## src/hdl/nll_pkg.sv

```systemverilog
`timescale 1ns / 1ps
// ----------------------------------------------------------------------------
// nll_pkg
// Shared types, codes and constants of the numeric literal lexer.
// ----------------------------------------------------------------------------
package nll_pkg;

    localparam int MAX_TOKEN_LEN = 255;
    localparam int LEN_CAP_INT   = (MAX_TOKEN_LEN < 255) ? MAX_TOKEN_LEN : 255;
    localparam logic [7:0] LEN_CAP = 8'(LEN_CAP_INT);

    localparam int QUEUE_DEPTH = 4;

    localparam logic [1:0] STATUS_CLEAN = 2'd0;
    localparam logic [1:0] STATUS_BAD   = 2'd1;
    localparam logic [1:0] STATUS_MAL   = 2'd2;

    localparam logic [2:0] KIND_ZERO  = 3'd0;
    localparam logic [2:0] KIND_OCTAL = 3'd1;
    localparam logic [2:0] KIND_HEX   = 3'd2;
    localparam logic [2:0] KIND_DEC   = 3'd3;
    localparam logic [2:0] KIND_FLOAT = 3'd4;

    typedef struct packed {
        logic [7:0] char_code;
        logic       last_char;
    } t_in_item;

    typedef struct packed {
        logic [1:0] status;
        logic [2:0] token_kind;
        logic [7:0] token_length;
    } t_out_item;

    // character class of one item
    typedef struct packed {
        logic is_zero;
        logic is_oct;
        logic is_dig;
        logic is_hex;
        logic is_x;
        logic is_dot;
        logic is_exp;
        logic is_sign;
        logic is_ws;
        logic last;
    } t_cls;

    typedef struct packed {
        logic push;
        t_cls data;
    } t_push;

    typedef struct packed {
        logic not_empty;
        logic full;
    } t_q_stat;

endpackage

```

## src/hdl/nll_front.sv

```systemverilog
`timescale 1ns / 1ps
// ----------------------------------------------------------------------------
// nll_front
// Accepts characters and turns each into a character class for the queue.
// ----------------------------------------------------------------------------
module nll_front (
    input  logic              i_valid,
    input  nll_pkg::t_in_item i_item,
    input  nll_pkg::t_q_stat  i_q_stat,
    output logic              o_stall,
    output nll_pkg::t_push    o_push
);

    logic [7:0] c;

    assign c = i_item.char_code;

    always_comb begin
        o_push.data.is_zero = (c == 8'h30);
        o_push.data.is_oct  = (c >= 8'h30) && (c <= 8'h37);
        o_push.data.is_dig  = (c >= 8'h30) && (c <= 8'h39);
        o_push.data.is_hex  = ((c >= 8'h30) && (c <= 8'h39))
                            || ((c >= 8'h61) && (c <= 8'h66))
                            || ((c >= 8'h41) && (c <= 8'h46));
        o_push.data.is_x    = (c == 8'h78) || (c == 8'h58);
        o_push.data.is_dot  = (c == 8'h2e);
        o_push.data.is_exp  = (c == 8'h65) || (c == 8'h45);
        o_push.data.is_sign = (c == 8'h2b) || (c == 8'h2d);
        o_push.data.is_ws   = (c == 8'h20) || ((c >= 8'h09) && (c <= 8'h0d));
        o_push.data.last    = i_item.last_char;
        o_push.push         = i_valid && !i_q_stat.full;
    end

    assign o_stall = i_q_stat.full;

endmodule

```

## src/hdl/nll_queue.sv

```systemverilog
`timescale 1ns / 1ps
// ----------------------------------------------------------------------------
// nll_queue
// Small fifo of classified characters between front and back.
// ----------------------------------------------------------------------------
module nll_queue #(
    parameter int DEPTH = nll_pkg::QUEUE_DEPTH
) (
    input  logic             i_clk,
    input  logic             i_rst_n,
    input  nll_pkg::t_push   i_push,
    input  logic             i_pop,
    output nll_pkg::t_cls    o_data,
    output nll_pkg::t_q_stat o_stat
);

    localparam int PW = (DEPTH > 1) ? $clog2(DEPTH) : 1;
    localparam int CW = $clog2(DEPTH + 1);
    localparam logic [PW-1:0] LAST_PTR = PW'(DEPTH - 1);
    localparam logic [CW-1:0] FULL_CNT = CW'(DEPTH);

    nll_pkg::t_cls r_mem [DEPTH];
    logic [PW-1:0] r_wr_ptr;
    logic [PW-1:0] r_rd_ptr;
    logic [CW-1:0] r_count;
    logic [PW-1:0] n_wr_ptr;
    logic [PW-1:0] n_rd_ptr;
    logic [CW-1:0] n_count;

    always_comb begin
        n_wr_ptr = r_wr_ptr;
        n_rd_ptr = r_rd_ptr;
        n_count  = r_count;
        if (i_push.push) begin
            n_wr_ptr = (r_wr_ptr == LAST_PTR) ? '0 : r_wr_ptr + 1'b1;
        end
        if (i_pop) begin
            n_rd_ptr = (r_rd_ptr == LAST_PTR) ? '0 : r_rd_ptr + 1'b1;
        end
        if (i_push.push && !i_pop) begin
            n_count = r_count + 1'b1;
        end else if (!i_push.push && i_pop) begin
            n_count = r_count - 1'b1;
        end
    end

    always_ff @(posedge i_clk) begin
        if (!i_rst_n) begin
            r_wr_ptr <= '0;
            r_rd_ptr <= '0;
            r_count  <= '0;
        end else begin
            r_wr_ptr <= n_wr_ptr;
            r_rd_ptr <= n_rd_ptr;
            r_count  <= n_count;
        end
    end

    always_ff @(posedge i_clk) begin
        if (i_push.push) begin
            r_mem[r_wr_ptr] <= i_push.data;
        end
    end

    assign o_data           = r_mem[r_rd_ptr];
    assign o_stat.not_empty = (r_count != '0);
    assign o_stat.full      = (r_count == FULL_CNT);

endmodule

```

## src/hdl/nll_back.sv

```systemverilog
`timescale 1ns / 1ps
// ----------------------------------------------------------------------------
// nll_back
// Literal state machine: steps on each queued character, keeps the token
// length and registers the reported token.
// ----------------------------------------------------------------------------
module nll_back (
    input  logic               i_clk,
    input  logic               i_rst_n,
    input  nll_pkg::t_cls      i_data,
    input  nll_pkg::t_q_stat   i_q_stat,
    input  logic               i_stall,
    output logic               o_pop,
    output logic               o_valid,
    output nll_pkg::t_out_item o_item
);

    typedef enum logic [3:0] {
        S_ZERO, S_OCT, S_HEXPRE, S_HEX, S_DOTPRE, S_FRAC0, S_DEC,
        S_DOT, S_FRAC, S_EXP, S_EXPSIGN, S_EXPDIG, S_IDLE
    } t_state;

    typedef enum logic [1:0] {A_GO, A_WS, A_BAD, A_MAL} t_act;

    t_state             r_state;
    t_state             n_state;
    t_state             step_state;
    t_act               act;
    logic [7:0]         r_len;
    logic [7:0]         n_len;
    logic [7:0]         inc_len;
    logic               r_valid;
    logic               n_valid;
    nll_pkg::t_out_item r_item;
    nll_pkg::t_out_item n_item;
    logic               take;

    function automatic logic accepting(input t_state s);
        return (s == S_ZERO) || (s == S_OCT) || (s == S_HEX) || (s == S_FRAC0)
            || (s == S_DEC) || (s == S_FRAC) || (s == S_EXPDIG);
    endfunction

    function automatic logic [2:0] kind_of(input t_state s);
        logic [2:0] k;
        unique case (s)
            S_ZERO:  k = nll_pkg::KIND_ZERO;
            S_OCT:   k = nll_pkg::KIND_OCTAL;
            S_HEX:   k = nll_pkg::KIND_HEX;
            S_DEC:   k = nll_pkg::KIND_DEC;
            default: k = nll_pkg::KIND_FLOAT;
        endcase
        return k;
    endfunction

    assign take  = i_q_stat.not_empty && (!r_valid || !i_stall);
    assign o_pop = take;

    // next literal state and end of token action for the current character
    always_comb begin
        step_state = r_state;
        act        = A_GO;
        unique case (r_state)
            S_ZERO: begin
                if (i_data.is_oct)      step_state = S_OCT;
                else if (i_data.is_x)   step_state = S_HEXPRE;
                else if (i_data.is_dot) step_state = S_DOTPRE;
                else                    act = i_data.is_ws ? A_WS : A_BAD;
            end
            S_OCT: begin
                if (i_data.is_oct) step_state = S_OCT;
                else               act = i_data.is_ws ? A_WS : A_BAD;
            end
            S_HEXPRE: begin
                if (i_data.is_hex) step_state = S_HEX;
                else               act = A_MAL;
            end
            S_HEX: begin
                if (i_data.is_hex) step_state = S_HEX;
                else               act = i_data.is_ws ? A_WS : A_BAD;
            end
            S_DOTPRE: begin
                if (i_data.is_dig) step_state = S_FRAC0;
                else               act = A_MAL;
            end
            S_FRAC0: begin
                if (i_data.is_exp)      step_state = S_EXP;
                else if (i_data.is_dig) step_state = S_FRAC0;
                else                    act = i_data.is_ws ? A_WS : A_BAD;
            end
            S_DEC: begin
                if (i_data.is_dig)      step_state = S_DEC;
                else if (i_data.is_dot) step_state = S_DOT;
                else if (i_data.is_exp) step_state = S_EXP;
                else                    act = i_data.is_ws ? A_WS : A_BAD;
            end
            S_DOT: begin
                if (i_data.is_dig) step_state = S_FRAC;
                else               act = A_MAL;
            end
            S_FRAC: begin
                if (i_data.is_dig)      step_state = S_FRAC;
                else if (i_data.is_exp) step_state = S_EXP;
                else                    act = i_data.is_ws ? A_WS : A_BAD;
            end
            S_EXP: begin
                if (i_data.is_sign)     step_state = S_EXPSIGN;
                else if (i_data.is_dig) step_state = S_EXPDIG;
                else                    act = A_MAL;
            end
            S_EXPSIGN: begin
                if (i_data.is_dig) step_state = S_EXPDIG;
                else               act = A_MAL;
            end
            S_EXPDIG: begin
                if (i_data.is_dig) step_state = S_EXPDIG;
                else               act = i_data.is_ws ? A_WS : A_BAD;
            end
            default: begin
                if (i_data.is_zero)     step_state = S_ZERO;
                else if (i_data.is_dig) step_state = S_DEC;
                else                    act = i_data.is_ws ? A_WS : A_MAL;
            end
        endcase
    end

    assign inc_len = (r_len < nll_pkg::LEN_CAP) ? r_len + 8'd1 : r_len;

    always_comb begin
        n_state = r_state;
        n_len   = r_len;
        n_valid = r_valid && i_stall;
        n_item  = r_item;
        if (take) begin
            n_state = S_IDLE;
            n_len   = '0;
            unique case (act)
                A_MAL: begin
                    n_valid = 1'b1;
                    n_item  = '{nll_pkg::STATUS_MAL, nll_pkg::KIND_ZERO, 8'd0};
                end
                A_BAD: begin
                    n_valid = 1'b1;
                    n_item  = '{nll_pkg::STATUS_BAD, kind_of(r_state), r_len};
                end
                A_WS: begin
                    if (accepting(r_state)) begin
                        n_valid = 1'b1;
                        n_item  = '{nll_pkg::STATUS_CLEAN, kind_of(r_state), r_len};
                    end
                end
                default: begin
                    if (i_data.last) begin
                        n_valid = 1'b1;
                        if (accepting(step_state)) begin
                            n_item = '{nll_pkg::STATUS_CLEAN, kind_of(step_state),
                                       inc_len};
                        end else begin
                            n_item = '{nll_pkg::STATUS_MAL, nll_pkg::KIND_ZERO, 8'd0};
                        end
                    end else begin
                        n_state = step_state;
                        n_len   = inc_len;
                    end
                end
            endcase
        end
    end

    always_ff @(posedge i_clk) begin
        if (!i_rst_n) begin
            r_state <= S_IDLE;
            r_len   <= '0;
            r_valid <= 1'b0;
        end else begin
            r_state <= n_state;
            r_len   <= n_len;
            r_valid <= n_valid;
        end
        r_item <= n_item;
    end

    assign o_valid = r_valid;
    assign o_item  = r_item;

endmodule

```

## src/hdl/numeric_literal_lexer_top.sv

```systemverilog
`timescale 1ns / 1ps
// ----------------------------------------------------------------------------
// numeric_literal_lexer_top
// Lexer for C-style numeric literals, one character per item.
// ----------------------------------------------------------------------------
// Sustains one character per clock while the queue is not full. A character
// is classified in the cycle it is accepted and written to a small queue;
// the literal state machine takes it from the queue, unless an output stall
// holds it there, and registers the token it reports as it takes it. The
// queue (QUEUE_DEPTH entries) absorbs an output stall; the input stalls
// only once it is full.
module numeric_literal_lexer_top #(
    parameter int QUEUE_DEPTH = nll_pkg::QUEUE_DEPTH
) (
    input  logic               i_clk,
    input  logic               i_rst_n,
    input  logic               i_valid,
    output logic               o_stall,
    input  nll_pkg::t_in_item  i_item,
    output logic               o_valid,
    input  logic               i_stall,
    output nll_pkg::t_out_item o_item
);

    nll_pkg::t_push   push;
    nll_pkg::t_cls    q_data;
    nll_pkg::t_q_stat q_stat;
    logic             pop;

    nll_front u_front (
        .i_valid  (i_valid),
        .i_item   (i_item),
        .i_q_stat (q_stat),
        .o_stall  (o_stall),
        .o_push   (push)
    );

    nll_queue #(
        .DEPTH (QUEUE_DEPTH)
    ) u_queue (
        .i_clk   (i_clk),
        .i_rst_n (i_rst_n),
        .i_push  (push),
        .i_pop   (pop),
        .o_data  (q_data),
        .o_stat  (q_stat)
    );

    nll_back u_back (
        .i_clk    (i_clk),
        .i_rst_n  (i_rst_n),
        .i_data   (q_data),
        .i_q_stat (q_stat),
        .i_stall  (i_stall),
        .o_pop    (pop),
        .o_valid  (o_valid),
        .o_item   (o_item)
    );

    a_no_overflow: assert property (@(posedge i_clk) disable iff (!i_rst_n)
        q_stat.full |-> !push.push)
        else $error("queue written while full");

    a_no_empty_pop: assert property (@(posedge i_clk) disable iff (!i_rst_n)
        pop |-> q_stat.not_empty)
        else $error("queue read while empty");

    a_mal_clear: assert property (@(posedge i_clk) disable iff (!i_rst_n)
        (o_valid && o_item.status == nll_pkg::STATUS_MAL) |->
            (o_item.token_kind == nll_pkg::KIND_ZERO && o_item.token_length == 8'd0))
        else $error("malformed item carries a token");

    a_token_len: assert property (@(posedge i_clk) disable iff (!i_rst_n)
        (o_valid && o_item.status != nll_pkg::STATUS_MAL) |->
            (o_item.token_length != 8'd0 && o_item.status <= nll_pkg::STATUS_BAD))
        else $error("reported token has no characters");

endmodule

```

## config.mk

```make
export PLATFORM = sky130hd
export DESIGN_NAME = numeric_literal_lexer_top
export DESIGN_NICKNAME = d
export VERILOG_FILES = /design/src/hdl/nll_pkg.sv /design/src/hdl/nll_front.sv /design/src/hdl/nll_queue.sv /design/src/hdl/nll_back.sv /design/src/hdl/numeric_literal_lexer_top.sv
export SDC_FILE = /design/constraint.sdc
export NUM_CORES = 1
export LEC_CHECK = 0
export ABC_AREA = 1
export CORE_MARGIN = 2
export CORE_UTILIZATION = 60
export CTS_CLUSTER_DIAMETER = 40
export DETAILED_ROUTE_END_ITERATION = 16
export DONT_BUFFER_PORTS = 1
export GPL_ROUTABILITY_DRIVEN = 0
export PLACE_DENSITY = 0.76
export SETUP_SLACK_MARGIN = 0.3
export SKIP_CTS_REPAIR_TIMING = 1
export SLEW_MARGIN = 20
export SYNTH_ARGS = -nofsm -noshare
export SYNTH_HDL_FRONTEND = slang
export SYNTH_SLANG_ARGS = --single-unit
```

## constraint.sdc

```tcl
create_clock -name i_clk -period 8.7 [get_ports i_clk]
set_input_delay 0.87 -clock i_clk [delete_from_list [all_inputs] [get_ports i_clk]]
set_output_delay 0.87 -clock i_clk [all_outputs]
set_load 0.01 [all_outputs]
```

==> out/metrics.csv <==
stage,metric,value,unit
pwr,Clk network pwr share,17.5,%
drt,Vias/cell,5.565,
status,status,completed,
placement,Post-Place Cell Area,4163,sq um
timing,RSZ-0062 raised after global routing,no,
pwr,Worst VDD drop,0.0001747,V
final_layout,Ant. Diodes,0,
final_layout,most frequent cells in the layout,"nand2_1 (161), edfxtp_1 (53), inv_1 (50), nor2_1 (44), nand3_1 (34)",
global_route,vias in the first global route,3021,
floorplanning,IO Count,28,
timing,Setup Viol. Count Final,0,
floorplanning,Die X,87.06,um
floorplanning,area of the core,6719,sq um
timing,final hold vios,0,
pwr,leakage,1.851,nW
synthesis,Synth Register Bits,75,
critical_path,Crit Path Category,flip-flop to flip-flop,
timing,Worst slew margin,34.37,%
timing,min cycle time layout,3.352,ns
floorplanning,Initial Utilization,61.60,%
clock_tree,CTS tree,yes,
synthesis,register area share after synthesis,49.09,%
clock_tree,CTS buffer count,9,
timing,worst slew pin tran,0.9809,ns
pwr,P_int,0.0008763,W
placement,PortBufs,0,
synthesis,"top cells by area, synth","edfxtp_1 (38%), nand2_1 (15%), dfxtp_1 (11%)",
final_layout,"commonest non-fill, non-tap cell in the layout",nand2_1,
floorplanning,DIE AREA,7579,sq um
timing,fmax,0.2983,GHz
critical_path,CP endpoint kind,flip-flop,
clock_tree,clock buffer depth,2,
worst_hold_path,min-delay worst type,flip-flop to flip-flop,
pwr,Logic pwr share,46.7,%
final_layout,nets,541,
floorplanning,FP Rows,30,
synthesis,Post-Syn Area per Cell,8.006,sq um
timing,Setup TNS,0,ns
placement,dpl hpwl,6238,um
final_layout,Layout area overhead,5.713,%
pwr,sequential share of power,35.8,%
floorplanning,Die Ht,87.06,um
timing,Pins Over Slew Limit,0,
synthesis,Cells after Synth,517,
final_layout,Finished Cell Area,4375,sq um
synthesis,Mapped Area,4139,sq um
pwr,PwrDens,367.1,nW/um^2
synthesis,warnings from Yosys,0,
global_route,first-pass GRT wire length,13730,um
synthesis,synth unique cells,35,
synthesis,largest area contributor in the netlist,edfxtp_1,
final_layout,fraction of layout cells with a size suffix above 1,8.846,%
drt,drt pass-1 iters,5,
global_route,initial antenna violation count,0,
job,max-capacitance violation count,0,
clock_tree,H-tree depth reported by CTS,3,
synthesis,post-synth top area share,38.45,%
worst_hold_path,worst hold stages,2,
clock_tree,root buffer selected by CTS,clkbuf_8,
drt,WL per Instance,13.82,um
global_route,largest net degree at the start of global routing,25,
drt,# DRC,0,
critical_path,Register-to-Register Path Depth,15,
timing,clock skew,0.01258,ns
clock_tree,clk_lat worst skew,0.35,ns
global_route,grt total ovfl,0,
pwr,Switching Share,45.44,%
critical_path,Worst EP required,8.91,ns
drt,final WL,8291,um
drt,drt first-iter violations,167,
clock_tree,CTS Sinks,75,
synthesis,Synth Flop Type,edfxtp_1,
critical_path,startpoint types,flip-flop,
pwr,Switch Pwr,0.0007300,W
drt,DRT antenna net count,0,
final_layout,FILL cells,549,
synthesis,fraction of registers with async set/reset,0,%
synthesis,Post-synth EDFFs,53,
global_route,All-Layer GR Usage,23.37,%
drt,via count,3339,
synthesis,Synthesized Nets,543,
critical_path,critical-path maximum fanout,24,
timing,Tcrit/Tclk final,38.53,%
critical_path,Critical Path AT,3.57,ns
clock_tree,"Reg clk slew, reported paths",0.08,ns
## power groups by stage
| stage | logic (W) | registers, W | clock network [W] |
|---|---|---|---|
| after global placement | 0.000726 | 0.000581 | 0 |
| after global routing | 0.000862 | 0.000587 | 0.000300 |
| after floorplan | 0.000633 | 0.000548 | 0 |
| after detailed placement | 0.000747 | 0.000583 | 0 |
| final | 0.000750 | 0.000575 | 0.000281 |
| after CTS | 0.000749 | 0.000575 | 0.000285 |
## critical path, stage by stage (launching register included)
cell	delay, ns
dfxtp_1	0.83
inv_4	0.21
nand2_1	0.13
nand2_1	0.06
nand2_1	0.07
nand2_2	0.10
a211oi_1	0.22
a31oi_1	0.07
nand4_1	0.10
nand2_1	0.06
nand2_1	0.12
inv_1	0.09
ha_1	0.35
nor2_1	0.54
o21ai_0	0.17
nand2_1	0.10
## area by class of cell
| type | instances | area [sq um] | area share (%) |
|---|---|---|---|
| clock inverter | 4 | 56.30 | 1.287 |
| multi-input combinational | 365 | 1784 | 40.78 |
| inverter | 63 | 239.0 | 5.462 |
| sequential | 75 | 2032 | 46.44 |
| timing repair buffer | 1 | 7.507 | 0.1716 |
| tap | 80 | 100.1 | 2.288 |
| clock buffer | 12 | 156.4 | 3.574 |
## metal layers
layer / track usage (%) / vias up / routed length (um)
li1: - / 1702 / -
met1: 29.23 / 1514 / 3766
met2: 39.90 / 103 / 3991
met3: 4.645 / 20 / 358
met4: 8.949 / 0 / 175
met5: 0 / - / 0
## final timing paths
kind | startpoint | endpoint | slack (ns)
min | u_back.r_len[7]$_SDFFE_PN0P_ | u_back.r_len[7]$_SDFFE_PN0P_ | 0.49
max | flip-flop | u_back.o_item[8]$_DFFE_PP_ | 5.35
min reg2reg | u_back.r_len[7]$_SDFFE_PN0P_ | u_back.r_len[7]$_SDFFE_PN0P_ | 0.49
max reg2reg | flip-flop | u_back.o_item[8]$_DFFE_PP_ | 5.35
## state kept, by name, indices dropped and copies added (netlist names), named ones only
signal,cells
u_queue.r_rd_ptr,2
u_queue.r_wr_ptr,2
u_queue.r_mem,40
u_back.r_len,8
u_queue.r_count,3
u_back.o_valid,1
u_back.o_item,13
u_back.r_state,4
## cell families after synthesis
group,after synthesis,share of synthesized area [%]
xor gates and xnor gates,4,0.8466
adders and majority gates,13,4.111
and+or+nand+nor,280,29.26
buffers and inverters,77,7.799
AOI/OAI and AO/OA,68,8.887
DFF,75,49.09
## cells in the mapped netlist, types with 3 or more instances
master,instances
a21oi_1,25
buf_2,7
buf_6,3
clkbuf_1,4
dfxtp_1,22
edfxtp_1,53
ha_1,12
inv_1,50
inv_2,10
nand2_1,161
nand2_2,5
nand3_1,34
nand4_1,10
nor2_1,44
nor2_2,6
nor3_1,8
nor4_1,3
o21ai_0,18
o21ai_1,13
o22ai_1,3
or2_2,3
xnor2_1,3
## metrics by stage
| stage | power, W | worst slack, ns | util [%] | std cells | hold slack, ns |
|---|---|---|---|---|---|
| after floorplan | 0.001181 | 5.605 | - | 517 | 0.4584 |
| after global placement | 0.001306 | 5.495 | 61.96 | 584 | 0.4722 |
| after detailed placement | 0.001329 | 5.390 | 61.96 | 584 | 0.4735 |
| after CTS | 0.001609 | 5.368 | 65.12 | 600 | 0.4844 |
| after global routing | 0.001749 | 4.876 | 65.12 | 600 | 0.5155 |
| final | 0.001606 | 5.348 | 65.12 | 600 | 0.4865 |
Note: power is estimated with default switching activity, not from simulation.
